File: src/sv/qph_pkg.sv
// ----------------------------------------------------------------------------
// qph_pkg
// Shared types and constants for the quadratic probe hash table: item
// layouts, command and status codes, and the controller/datapath interface.
// ----------------------------------------------------------------------------
package qph_pkg;

    // default table size and fixed field widths
    localparam int TABLE_SLOTS_DEF = 16;
    localparam int KEY_W           = 31;
    localparam int SLOT_W          = 4;

    // command codes of an input item
    typedef enum logic [1:0] {
        CMD_INSERT = 2'd0,
        CMD_DELETE = 2'd1,
        CMD_SEARCH = 2'd2,
        CMD_READ   = 2'd3
    } t_cmd;

    // status codes of a result item
    typedef enum logic [2:0] {
        ST_INSERTED  = 3'd0,
        ST_FULL      = 3'd1,
        ST_DELETED   = 3'd2,
        ST_NOT_FOUND = 3'd3,
        ST_FOUND     = 3'd4,
        ST_EMPTY     = 3'd5,
        ST_OCCUPIED  = 3'd6
    } t_status;

    typedef struct packed {
        t_cmd              cmd;
        logic [KEY_W-1:0]  key;
        logic [SLOT_W-1:0] slot_index;
    } t_in_item;

    typedef struct packed {
        t_status           status;
        logic [SLOT_W-1:0] slot;
        logic [KEY_W-1:0]  slot_key;
    } t_out_item;

    // one table entry as held in the slot memory
    typedef struct packed {
        logic             used;
        logic             tomb;
        logic [KEY_W-1:0] key;
    } t_slot_word;

    localparam int SLOT_WORD_W = $bits(t_slot_word);

    // controller to datapath
    typedef struct packed {
        logic    load;
        logic    mod_step;
        logic    probe_init;
        logic    probe_next;
        logic    clr_wr;
        logic    ins_wr;
        logic    del_wr;
        logic    addr_idx;
        logic    out_load;
        t_status out_status;
    } t_dp_cmd;

    // datapath to controller
    typedef struct packed {
        t_cmd cmd;
        logic mod_done;
        logic clear_last;
        logic probe_last;
        logic used;
        logic tomb;
        logic key_match;
        logic idx_ok;
        logic out_free;
    } t_dp_stat;

endpackage

File: src/sv/qph_ram.sv
// ----------------------------------------------------------------------------
// qph_ram
// Generic single-port RAM with one write and one registered read per cycle.
// ----------------------------------------------------------------------------
module qph_ram #(
    parameter int WIDTH = 8,
    parameter int DEPTH = 16,
    localparam int AW   = (DEPTH > 1) ? $clog2(DEPTH) : 1
) (
    input  logic             i_clk,
    input  logic             i_we,
    input  logic [AW-1:0]    i_addr,
    input  logic [WIDTH-1:0] i_wdata,
    output logic [WIDTH-1:0] o_rdata
);

    logic [WIDTH-1:0] r_mem [DEPTH];
    logic [WIDTH-1:0] r_rdata;

    // write port and registered read
    always_ff @(posedge i_clk) begin
        if (i_we) begin
            r_mem[i_addr] <= i_wdata;
        end
        r_rdata <= r_mem[i_addr];
    end

    assign o_rdata = r_rdata;

endmodule

File: src/sv/qph_ctrl.sv
// ----------------------------------------------------------------------------
// qph_ctrl
// Controller: sequences the clearing pass, key reduction, probe loop and
// slot reads, and decides each result status.
// ----------------------------------------------------------------------------
module qph_ctrl import qph_pkg::*; (
    input  logic     i_clk,
    input  logic     i_rst_n,
    input  logic     i_in_valid,
    input  t_cmd     i_in_cmd,
    output logic     o_in_stall,
    input  t_dp_stat i_stat,
    output t_dp_cmd  o_cmd
);

    typedef enum logic [6:0] {
        S_CLEAR = 7'b0000001,
        S_IDLE  = 7'b0000010,
        S_MOD   = 7'b0000100,
        S_PRD   = 7'b0001000,
        S_PCHK  = 7'b0010000,
        S_RRD   = 7'b0100000,
        S_RCHK  = 7'b1000000
    } t_state;

    t_state  r_state;
    t_state  n_state;
    t_dp_cmd c;
    logic    live_match;
    logic    slot_free;

    assign live_match = i_stat.used && !i_stat.tomb && i_stat.key_match;
    assign slot_free  = !i_stat.used || i_stat.tomb;

    // next state and datapath commands
    always_comb begin
        n_state      = r_state;
        c            = '0;
        c.out_status = ST_NOT_FOUND;
        unique case (r_state)
            S_CLEAR: begin
                c.clr_wr = 1'b1;
                if (i_stat.clear_last) begin
                    n_state = S_IDLE;
                end
            end
            S_IDLE: begin
                if (i_in_valid) begin
                    c.load  = 1'b1;
                    n_state = (i_in_cmd == CMD_READ) ? S_RRD : S_MOD;
                end
            end
            S_MOD: begin
                if (!i_stat.mod_done) begin
                    c.mod_step = 1'b1;
                end else begin
                    c.probe_init = 1'b1;
                    n_state      = S_PRD;
                end
            end
            S_PRD: begin
                n_state = S_PCHK;
            end
            S_PCHK: begin
                if (i_stat.cmd == CMD_INSERT) begin
                    if (slot_free) begin
                        if (i_stat.out_free) begin
                            c.ins_wr     = 1'b1;
                            c.out_load   = 1'b1;
                            c.out_status = ST_INSERTED;
                            n_state      = S_IDLE;
                        end
                    end else if (i_stat.probe_last) begin
                        if (i_stat.out_free) begin
                            c.out_load   = 1'b1;
                            c.out_status = ST_FULL;
                            n_state      = S_IDLE;
                        end
                    end else begin
                        c.probe_next = 1'b1;
                        n_state      = S_PRD;
                    end
                end else begin
                    if (live_match) begin
                        if (i_stat.out_free) begin
                            c.out_load   = 1'b1;
                            c.del_wr     = (i_stat.cmd == CMD_DELETE);
                            c.out_status = (i_stat.cmd == CMD_DELETE) ? ST_DELETED
                                                                      : ST_FOUND;
                            n_state      = S_IDLE;
                        end
                    end else if (!i_stat.used || i_stat.probe_last) begin
                        if (i_stat.out_free) begin
                            c.out_load   = 1'b1;
                            c.out_status = ST_NOT_FOUND;
                            n_state      = S_IDLE;
                        end
                    end else begin
                        c.probe_next = 1'b1;
                        n_state      = S_PRD;
                    end
                end
            end
            S_RRD: begin
                c.addr_idx = 1'b1;
                n_state    = S_RCHK;
            end
            S_RCHK: begin
                c.addr_idx = 1'b1;
                if (i_stat.out_free) begin
                    c.out_load   = 1'b1;
                    c.out_status = (i_stat.idx_ok && i_stat.used && !i_stat.tomb)
                                   ? ST_OCCUPIED : ST_EMPTY;
                    n_state      = S_IDLE;
                end
            end
            default: begin
                n_state = S_IDLE;
            end
        endcase
    end

    // state register
    always_ff @(posedge i_clk) begin
        if (!i_rst_n) begin
            r_state <= S_CLEAR;
        end else begin
            r_state <= n_state;
        end
    end

    assign o_cmd      = c;
    assign o_in_stall = (r_state != S_IDLE);

    // a probe that passes a free slot never moves on during an insert
    a_ins_stops: assert property (@(posedge i_clk) disable iff (!i_rst_n)
        (r_state == S_PCHK && i_stat.cmd == CMD_INSERT && slot_free)
            |-> !c.probe_next)
        else $error("insert probed past a free slot");

    // the clearing pass ends in idle
    a_clear_end: assert property (@(posedge i_clk) disable iff (!i_rst_n)
        (r_state == S_CLEAR && i_stat.clear_last) |=> (r_state == S_IDLE))
        else $error("clearing pass did not end in idle");

endmodule

File: src/sv/qph_dp.sv
// ----------------------------------------------------------------------------
// qph_dp
// Datapath: item registers, key reduction by reciprocal multiplication,
// incremental quadratic probe address, slot memory and result register.
// ----------------------------------------------------------------------------
module qph_dp import qph_pkg::*; #(
    parameter int TABLE_SLOTS = TABLE_SLOTS_DEF,
    localparam int AW         = $clog2(TABLE_SLOTS),
    localparam int IW         = (AW > SLOT_W) ? AW : SLOT_W,
    localparam int SH         = KEY_W + AW
) (
    input  logic      i_clk,
    input  logic      i_rst_n,
    input  t_in_item  i_in_item,
    input  logic      i_out_stall,
    output logic      o_out_valid,
    output t_out_item o_out_item,
    input  t_dp_cmd   i_cmd,
    output t_dp_stat  o_stat
);

    localparam logic [AW:0]   N_W  = TABLE_SLOTS[AW:0];
    localparam logic [IW:0]   N_I  = TABLE_SLOTS[IW:0];
    localparam logic [AW-1:0] N_LO = TABLE_SLOTS[AW-1:0];
    localparam logic [AW-1:0] LAST = TABLE_SLOTS[AW-1:0] - 1'b1;
    localparam logic [AW:0]   TWO  = (AW + 1)'(2);

    // rounded-up reciprocal of the size, exact quotient for every key
    localparam logic [63:0]      RECIP_W   = ((64'd1 << SH) + 64'(TABLE_SLOTS) - 64'd1)
                                             / 64'(TABLE_SLOTS);
    localparam logic [KEY_W:0]   RECIP     = RECIP_W[KEY_W:0];
    localparam logic [1:0]       MOD_STEPS = 2'd2;

    // item registers
    logic [KEY_W-1:0]  r_key;
    t_cmd              r_cmd;
    logic [SLOT_W-1:0] r_idx;
    logic [1:0]        r_mod_cnt;
    logic [2*KEY_W:0]  r_prod;
    logic [AW-1:0]     r_rem;
    logic [AW-1:0]     r_slot;
    logic [AW-1:0]     r_odd;
    logic [AW-1:0]     r_i;
    logic [AW-1:0]     r_clr_addr;
    logic              r_out_valid;
    t_out_item         r_out;

    logic [AW-1:0]     quo_lo;
    logic [2*AW-1:0]   quo_n;
    logic [AW-1:0]     rem_lo;
    logic [AW:0]       slot_t;
    logic [AW:0]       slot_s;
    logic [AW:0]       odd_t;
    logic [AW:0]       odd_s;
    logic [IW-1:0]     idx_ext;
    logic [IW-1:0]     slot_ext;
    logic              out_free;

    logic [AW-1:0]     ram_addr;
    logic              ram_we;
    t_slot_word        ram_wdata;
    t_slot_word        ram_rdata;

    // remainder: key minus quotient times size, only the low bits matter
    assign quo_lo = r_prod[SH +: AW];
    assign quo_n  = {{AW{1'b0}}, quo_lo} * {{AW{1'b0}}, N_LO};
    assign rem_lo = r_key[AW-1:0] - quo_n[AW-1:0];

    // next probe: slot += odd, odd += 2, both modulo the size
    assign slot_t = {1'b0, r_slot} + {1'b0, r_odd};
    assign slot_s = (slot_t >= N_W) ? (slot_t - N_W) : slot_t;
    assign odd_t  = {1'b0, r_odd} + TWO;
    assign odd_s  = (odd_t >= N_W) ? (odd_t - N_W) : odd_t;

    assign idx_ext  = IW'(r_idx);
    assign slot_ext = IW'(r_slot);
    assign out_free = !r_out_valid || !i_out_stall;

    // item and probe registers
    always_ff @(posedge i_clk) begin
        if (i_cmd.load) begin
            r_key     <= i_in_item.key;
            r_cmd     <= i_in_item.cmd;
            r_idx     <= i_in_item.slot_index;
            r_mod_cnt <= '0;
        end else if (i_cmd.mod_step) begin
            // first step forms the product, second takes the remainder from it
            r_prod    <= {{(KEY_W+1){1'b0}}, r_key} * {{KEY_W{1'b0}}, RECIP};
            r_rem     <= rem_lo;
            r_mod_cnt <= r_mod_cnt + 1'b1;
        end
        if (i_cmd.probe_init) begin
            r_slot <= r_rem;
            r_odd  <= AW'(1);
            r_i    <= '0;
        end else if (i_cmd.probe_next) begin
            r_slot <= slot_s[AW-1:0];
            r_odd  <= odd_s[AW-1:0];
            r_i    <= r_i + 1'b1;
        end
    end

    // clearing pass address
    always_ff @(posedge i_clk) begin
        if (!i_rst_n) begin
            r_clr_addr <= '0;
        end else if (i_cmd.clr_wr) begin
            r_clr_addr <= r_clr_addr + 1'b1;
        end
    end

    // slot memory port
    always_comb begin
        ram_we    = i_cmd.clr_wr || i_cmd.ins_wr || i_cmd.del_wr;
        ram_wdata = '0;
        if (i_cmd.clr_wr) begin
            ram_addr = r_clr_addr;
        end else if (i_cmd.addr_idx) begin
            ram_addr = idx_ext[AW-1:0];
        end else begin
            ram_addr = r_slot;
        end
        if (i_cmd.ins_wr || i_cmd.del_wr) begin
            ram_wdata.used = 1'b1;
            ram_wdata.tomb = i_cmd.del_wr;
            ram_wdata.key  = r_key;
        end
    end

    qph_ram #(
        .WIDTH (SLOT_WORD_W),
        .DEPTH (TABLE_SLOTS)
    ) u_ram (
        .i_clk   (i_clk),
        .i_we    (ram_we),
        .i_addr  (ram_addr),
        .i_wdata (ram_wdata),
        .o_rdata (ram_rdata)
    );

    // result register
    always_ff @(posedge i_clk) begin
        if (!i_rst_n) begin
            r_out_valid <= 1'b0;
        end else if (i_cmd.out_load) begin
            r_out_valid <= 1'b1;
        end else if (!i_out_stall) begin
            r_out_valid <= 1'b0;
        end
    end

    always_ff @(posedge i_clk) begin
        if (i_cmd.out_load) begin
            r_out.status   <= i_cmd.out_status;
            r_out.slot_key <= '0;
            unique case (i_cmd.out_status)
                ST_INSERTED, ST_DELETED, ST_FOUND: begin
                    r_out.slot <= slot_ext[SLOT_W-1:0];
                end
                ST_EMPTY: begin
                    r_out.slot <= r_idx;
                end
                ST_OCCUPIED: begin
                    r_out.slot     <= r_idx;
                    r_out.slot_key <= ram_rdata.key;
                end
                default: begin
                    r_out.slot <= '0;
                end
            endcase
        end
    end

    assign o_out_valid = r_out_valid;
    assign o_out_item  = r_out;

    // status back to the controller
    assign o_stat.cmd        = r_cmd;
    assign o_stat.mod_done   = (r_mod_cnt == MOD_STEPS);
    assign o_stat.clear_last = (r_clr_addr == LAST);
    assign o_stat.probe_last = (r_i == LAST);
    assign o_stat.used       = ram_rdata.used;
    assign o_stat.tomb       = ram_rdata.tomb;
    assign o_stat.key_match  = (ram_rdata.key == r_key);
    assign o_stat.idx_ok     = ((IW + 1)'(r_idx) < N_I);
    assign o_stat.out_free   = out_free;

    // a new result never overwrites one still waiting
    a_out_free: assert property (@(posedge i_clk) disable iff (!i_rst_n)
        i_cmd.out_load |-> out_free)
        else $error("result register overwritten");

    // insert only fills a never-used or deleted slot
    a_ins_free: assert property (@(posedge i_clk) disable iff (!i_rst_n)
        i_cmd.ins_wr |-> (!ram_rdata.used || ram_rdata.tomb))
        else $error("insert into a live slot");

    // delete only marks a live slot holding the key
    a_del_live: assert property (@(posedge i_clk) disable iff (!i_rst_n)
        i_cmd.del_wr |-> (ram_rdata.used && !ram_rdata.tomb && ram_rdata.key == r_key))
        else $error("delete of a slot not holding the key");

endmodule

File: src/sv/quadratic_probe_hash_table.sv
// Sequence: a slot read reads the addressed slot, then loads its result; insert, delete
//   and search reduce the key modulo the size by reciprocal multiplication (product, then
//   remainder), start the probe, then run P probes (1 to TABLE_SLOTS), each a memory read and check.
// Items: one at a time, the next taken in the cycle after the result is loaded; a result
//   still held by the far side delays the next one.
// Reset: a clearing pass writes every slot of the slot memory empty, with stall high.
// ----------------------------------------------------------------------------
// quadratic_probe_hash_table
// Open-addressed hash table with quadratic probing and tombstones: insert,
// delete, search and single-slot read.
// ----------------------------------------------------------------------------
module quadratic_probe_hash_table import qph_pkg::*; #(
    parameter int TABLE_SLOTS = TABLE_SLOTS_DEF
) (
    input  logic      i_clk,
    input  logic      i_rst_n,
    input  logic      i_in_valid,
    output logic      o_in_stall,
    input  t_in_item  i_in_item,
    output logic      o_out_valid,
    input  logic      i_out_stall,
    output t_out_item o_out_item
);

    t_dp_cmd  dp_cmd;
    t_dp_stat dp_stat;

    // sequencing
    qph_ctrl u_ctrl (
        .i_clk      (i_clk),
        .i_rst_n    (i_rst_n),
        .i_in_valid (i_in_valid),
        .i_in_cmd   (i_in_item.cmd),
        .o_in_stall (o_in_stall),
        .i_stat     (dp_stat),
        .o_cmd      (dp_cmd)
    );

    // storage and arithmetic
    qph_dp #(
        .TABLE_SLOTS (TABLE_SLOTS)
    ) u_dp (
        .i_clk       (i_clk),
        .i_rst_n     (i_rst_n),
        .i_in_item   (i_in_item),
        .i_out_stall (i_out_stall),
        .o_out_valid (o_out_valid),
        .o_out_item  (o_out_item),
        .i_cmd       (dp_cmd),
        .o_stat      (dp_stat)
    );

endmodule

File: config.mk
export PLATFORM = sky130hd
export DESIGN_NAME = quadratic_probe_hash_table
export DESIGN_NICKNAME = d
export VERILOG_FILES = /design/src/sv/qph_pkg.sv /design/src/sv/qph_ram.sv /design/src/sv/qph_ctrl.sv /design/src/sv/qph_dp.sv /design/src/sv/quadratic_probe_hash_table.sv
export SDC_FILE = /design/constraint.sdc
export NUM_CORES = 1
export LEC_CHECK = 0
export BUFFER_PORTS_ARGS = -buffer_cell sky130_fd_sc_hd__buf_2
export CAP_MARGIN = 40
export CORE_ASPECT_RATIO = 0.75
export CORE_UTILIZATION = 56
export CTS_CLUSTER_SIZE = 20
export DETAILED_ROUTE_END_ITERATION = 16
export GPL_ROUTABILITY_DRIVEN = 0
export HOLD_SLACK_MARGIN = 0.03
export PLACE_DENSITY = 0.85
export SYNTH_ARGS = -nofsm -noshare
export SYNTH_HDL_FRONTEND = slang
export SYNTH_SLANG_ARGS = --single-unit
File: constraint.sdc
create_clock -name i_clk -period 5.2 [get_ports i_clk]
set_input_delay 0.26 -clock i_clk [delete_from_list [all_inputs] [get_ports i_clk]]
set_output_delay 0.26 -clock i_clk [all_outputs]
set_load 0.02 [all_outputs]
==> impl_metrics.toml <==
[power]
powerDensity_nw_per_um2 = 465
p_clk_share_pct = 32.8
p_int_uw = 9970
ir_worst_vdd_v = 0.000356
cellLeakagePower_uw = 0.0105
p_switching_uw = 3810
swShare_pct = 27.7
p_seq_share_pct = 48.6
power_frac_comb_pct = 18.6

[sta]
skew_ps = 15.9
slew_headroom_pct = 36.7
rsz0062_at_grt = "no"
whs_ps = 72.2
fin_tns_setup_ps = 0
hold_viol = 0
finalCritPeriodShare_pct = 77.5
fmax_mhz = 248
setup_viol_count_final = 0
tightest_slew_ps = 945
finalCriticalPeriod_ps = 4030
slew_viol_final = 0

[routing]
final_antenna_net_count = 0
wl_um = 61900
drc = 0
num_vias = 14700
via_per_inst = 6.40
first_pass_iters = 5
wl_per_cell_um = 27.0
drtIter0Drc = 1955

[placed_design]
io_buffer_count = 80
place_hpwl_um = 33200
postPlaceCellArea_sq_um = 27200

[global_routing]
grt_pass1_vias = 14400
grt_pass1_wl_um = 89500
grt_use_total_pct = 26.0
grt.overflow.total = 0
grt_max_degree = 96
antenna_found_initial = 4

[status]
status = "complete, no violations"

[setup_path]
required_ps = 5520
cp-end-kind = "register"
arrival_ps = 4350
r2r_end = "u_dp.u_ram.r_mem[11][1]"
r2r_cells = 8
crit_path_end = "u_dp.u_ram.r_mem[11][1]"
path_class = "reg2reg"
cp_max_fo = 41
rr_startpoint = "u_dp.r_key[13]"
reg2reg_setup_slack_ps = 1170
crit_path_start = "u_dp.r_key[13]"
cp-start-kind = "register"

[clock_network]
clk_latency_ps = 600
cts_tree = "done"
clock-sinks = 665
htreeDepth = 2
root_buffer = "clkbuf_16"
clk_path_buf_depth = 3
post_cts_buffers = 0
clkTransAtPathRegs_ps = 60
cts_buffers = 58

[floorplan]
initial_utilization_pct = 57.4
fp-row-count = 67
die_area_sq_um = 47200
fp.dieH_um = 188
io_pins = 81
die_w_um = 250
core_area_sq_um = 45200

[synth]
seq_area_frac_synth_pct = 75.0
synthArstFlopShare_pct = 0
synth_ff_type = "edfxtp_1"
syn_inst = 1513
synth_seq_cells = 665
synth_edf_count = 611
netlist-cell-type-count = 61
ys_warn_count = 0
synthesis.nets = 1561
syn_area_per_cell_sq_um = 17.1
synth_area_sq_um = 25900

[cells_and_area]
most-common-layout-cells = "611 x edfxtp_1, 264 x mux2i_1, 132 x o22ai_1"
final_common_cell = "edfxtp_1"
area_delta_synth_final_pct = 14.3
fin_area_sq_um = 29600
fin_nets = 1703
drive_gt1_share_pct = 15.0

[hold_path]
hold_path_class = "in2reg"

[job]
maxCapViolCount = 0
==> per-stage QoR <==
step / std cells / worst slack (ps) / util (%) / power, uW
detailed placement: 2142 / 1300 / 60.2 / 9240
finish: 2291 / 1170 / 65.6 / 13800
CTS: 2290 / 1230 / 65.6 / 13800
global placement: 2131 / 1100 / 59.8 / 9090
global route: 2290 / 983 / 65.6 / 14100
floorplan: 1513 / 96.1 / - / 8410
==> how the worst min path moves through the flow <==
| stage | from | slack (ps) | end | cells after the start |
|---|---|---|---|---|
| global route | i_out_stall | 120 | u_dp.o_out_valid | 3 |
| CTS | i_in_valid | 70 | u_ctrl.r_state[1] | 4 |
| global placement | i_in_item[19] | 440 | u_dp.r_key[15] | 1 |
| floorplan | i_in_item[0] | 360 | u_dp.idx_ext[0] | 0 |
| finish | i_in_valid | 70 | u_ctrl.r_state[1] | 4 |
| detailed placement | i_in_item[25] | 440 | u_dp.r_key[21] | 1 |
==> logic make-up (layout without fill, tap and decap cells) <==
group,count (synthesis),count (layout),share of synthesized area (%)
compound gates,208,208,5.39
xor+xnor,39,39,1.35
fa+ha+maj,7,7,0.367
buf+inv,94,285,2.37
flops,665,665,75.0
mux,264,264,10.2
other cells,0,1,0
simple gates,236,236,5.38
==> what timing repair did <==
item	in CTS	in global routing
endpoints found under the setup margin	0	0
gates resized for setup	0	0
hold buffers	39	0
hold endpoints to repair	41	0
==> sequential cells by signal, summed over array words and instances (netlist names), 3 cells and up <==
name / flops
u_ctrl.r_state: 7
u_dp.idx_ext: 4
u_dp.o_out_item: 38
u_dp.r_clr_addr: 4
u_dp.r_i: 4
u_dp.r_key: 31
u_dp.r_odd: 3
u_dp.r_rem: 4
u_dp.r_slot: 4
u_dp.u_ram.o_rdata: 33
u_dp.u_ram.r_mem: 528
==> layer usage <==
layer | vias to the layer above | global-route usage [%] | part of all wire [%]
li1 | 6287 | - | -
met1 | 7221 | 35.1 | 37
met5 | - | 1.12 | 0.11
met4 | 2 | 10.7 | 3.9
met2 | 982 | 41.3 | 47
met3 | 175 | 5.71 | 12
==> worst max-delay path: stages (launching register included) <==
cell,delay (ps)
edfxtp_1,420
xnor2_1,430
nand4_1,230
nand4b_1,330
or3_1,390
a2111o_1,670
inv_1,220
buf_4,490
and2_1,550
==> synth_stat cells (3+ instances only) <==
cell type	instances	area, sq um
nor2b_1	7	43.8
mux2i_1	264	2640
o22ai_1	132	826
nor4_1	16	100
or3_1	3	18.8
nor2_1	25	93.8
nor3_1	11	55.1
nand2b_1	4	25.0
xor2_1	29	254
ha_1	6	75.1
a31oi_1	6	37.5
inv_1	16	60.1
a31o_2	4	35.0
buf_2	29	145
o21ai_0	5	25.0
clkbuf_2	3	15.0
nand4b_1	3	26.3
nand4_1	10	62.6
and2_1	59	369
buf_6	26	293
a21oi_1	16	80.1
nand3_1	15	75.1
or4_1	37	278
dfxtp_1	54	1080
clkbuf_1	12	45.0
edfxtp_1	611	18300
buf_4	7	52.6
a211oi_1	19	143
xnor2_1	9	78.8
and3_1	5	31.3
nand2_1	27	101
o211ai_1	3	22.5
a22o_1	4	35.0
nand2_2	4	25.0
==> area by class of cell <==
cell class	count	area, sq um
Antenna cell	1	2.50
Clock buffer	67	1540
Clock inverter	42	478
Fill cell	2791	15600
Inverter	17	63.8
Multi-Input combinational cell	754	6110
Sequential cell	665	19400
Tap cell	586	733
Timing Repair Buffer	159	1270
==> power by group through the flow <==
stage / Clock, uW / Combinational [uW] / Sequential, uW
after floorplan: 0 / 1680 / 6730
after global placement: 0 / 2340 / 6750
after detailed placement: 0 / 2450 / 6790
after CTS: 4550 / 2510 / 6690
after global routing: 4740 / 2670 / 6730
final: 4530 / 2560 / 6700
Note: power is estimated with default switching activity, not from simulation.
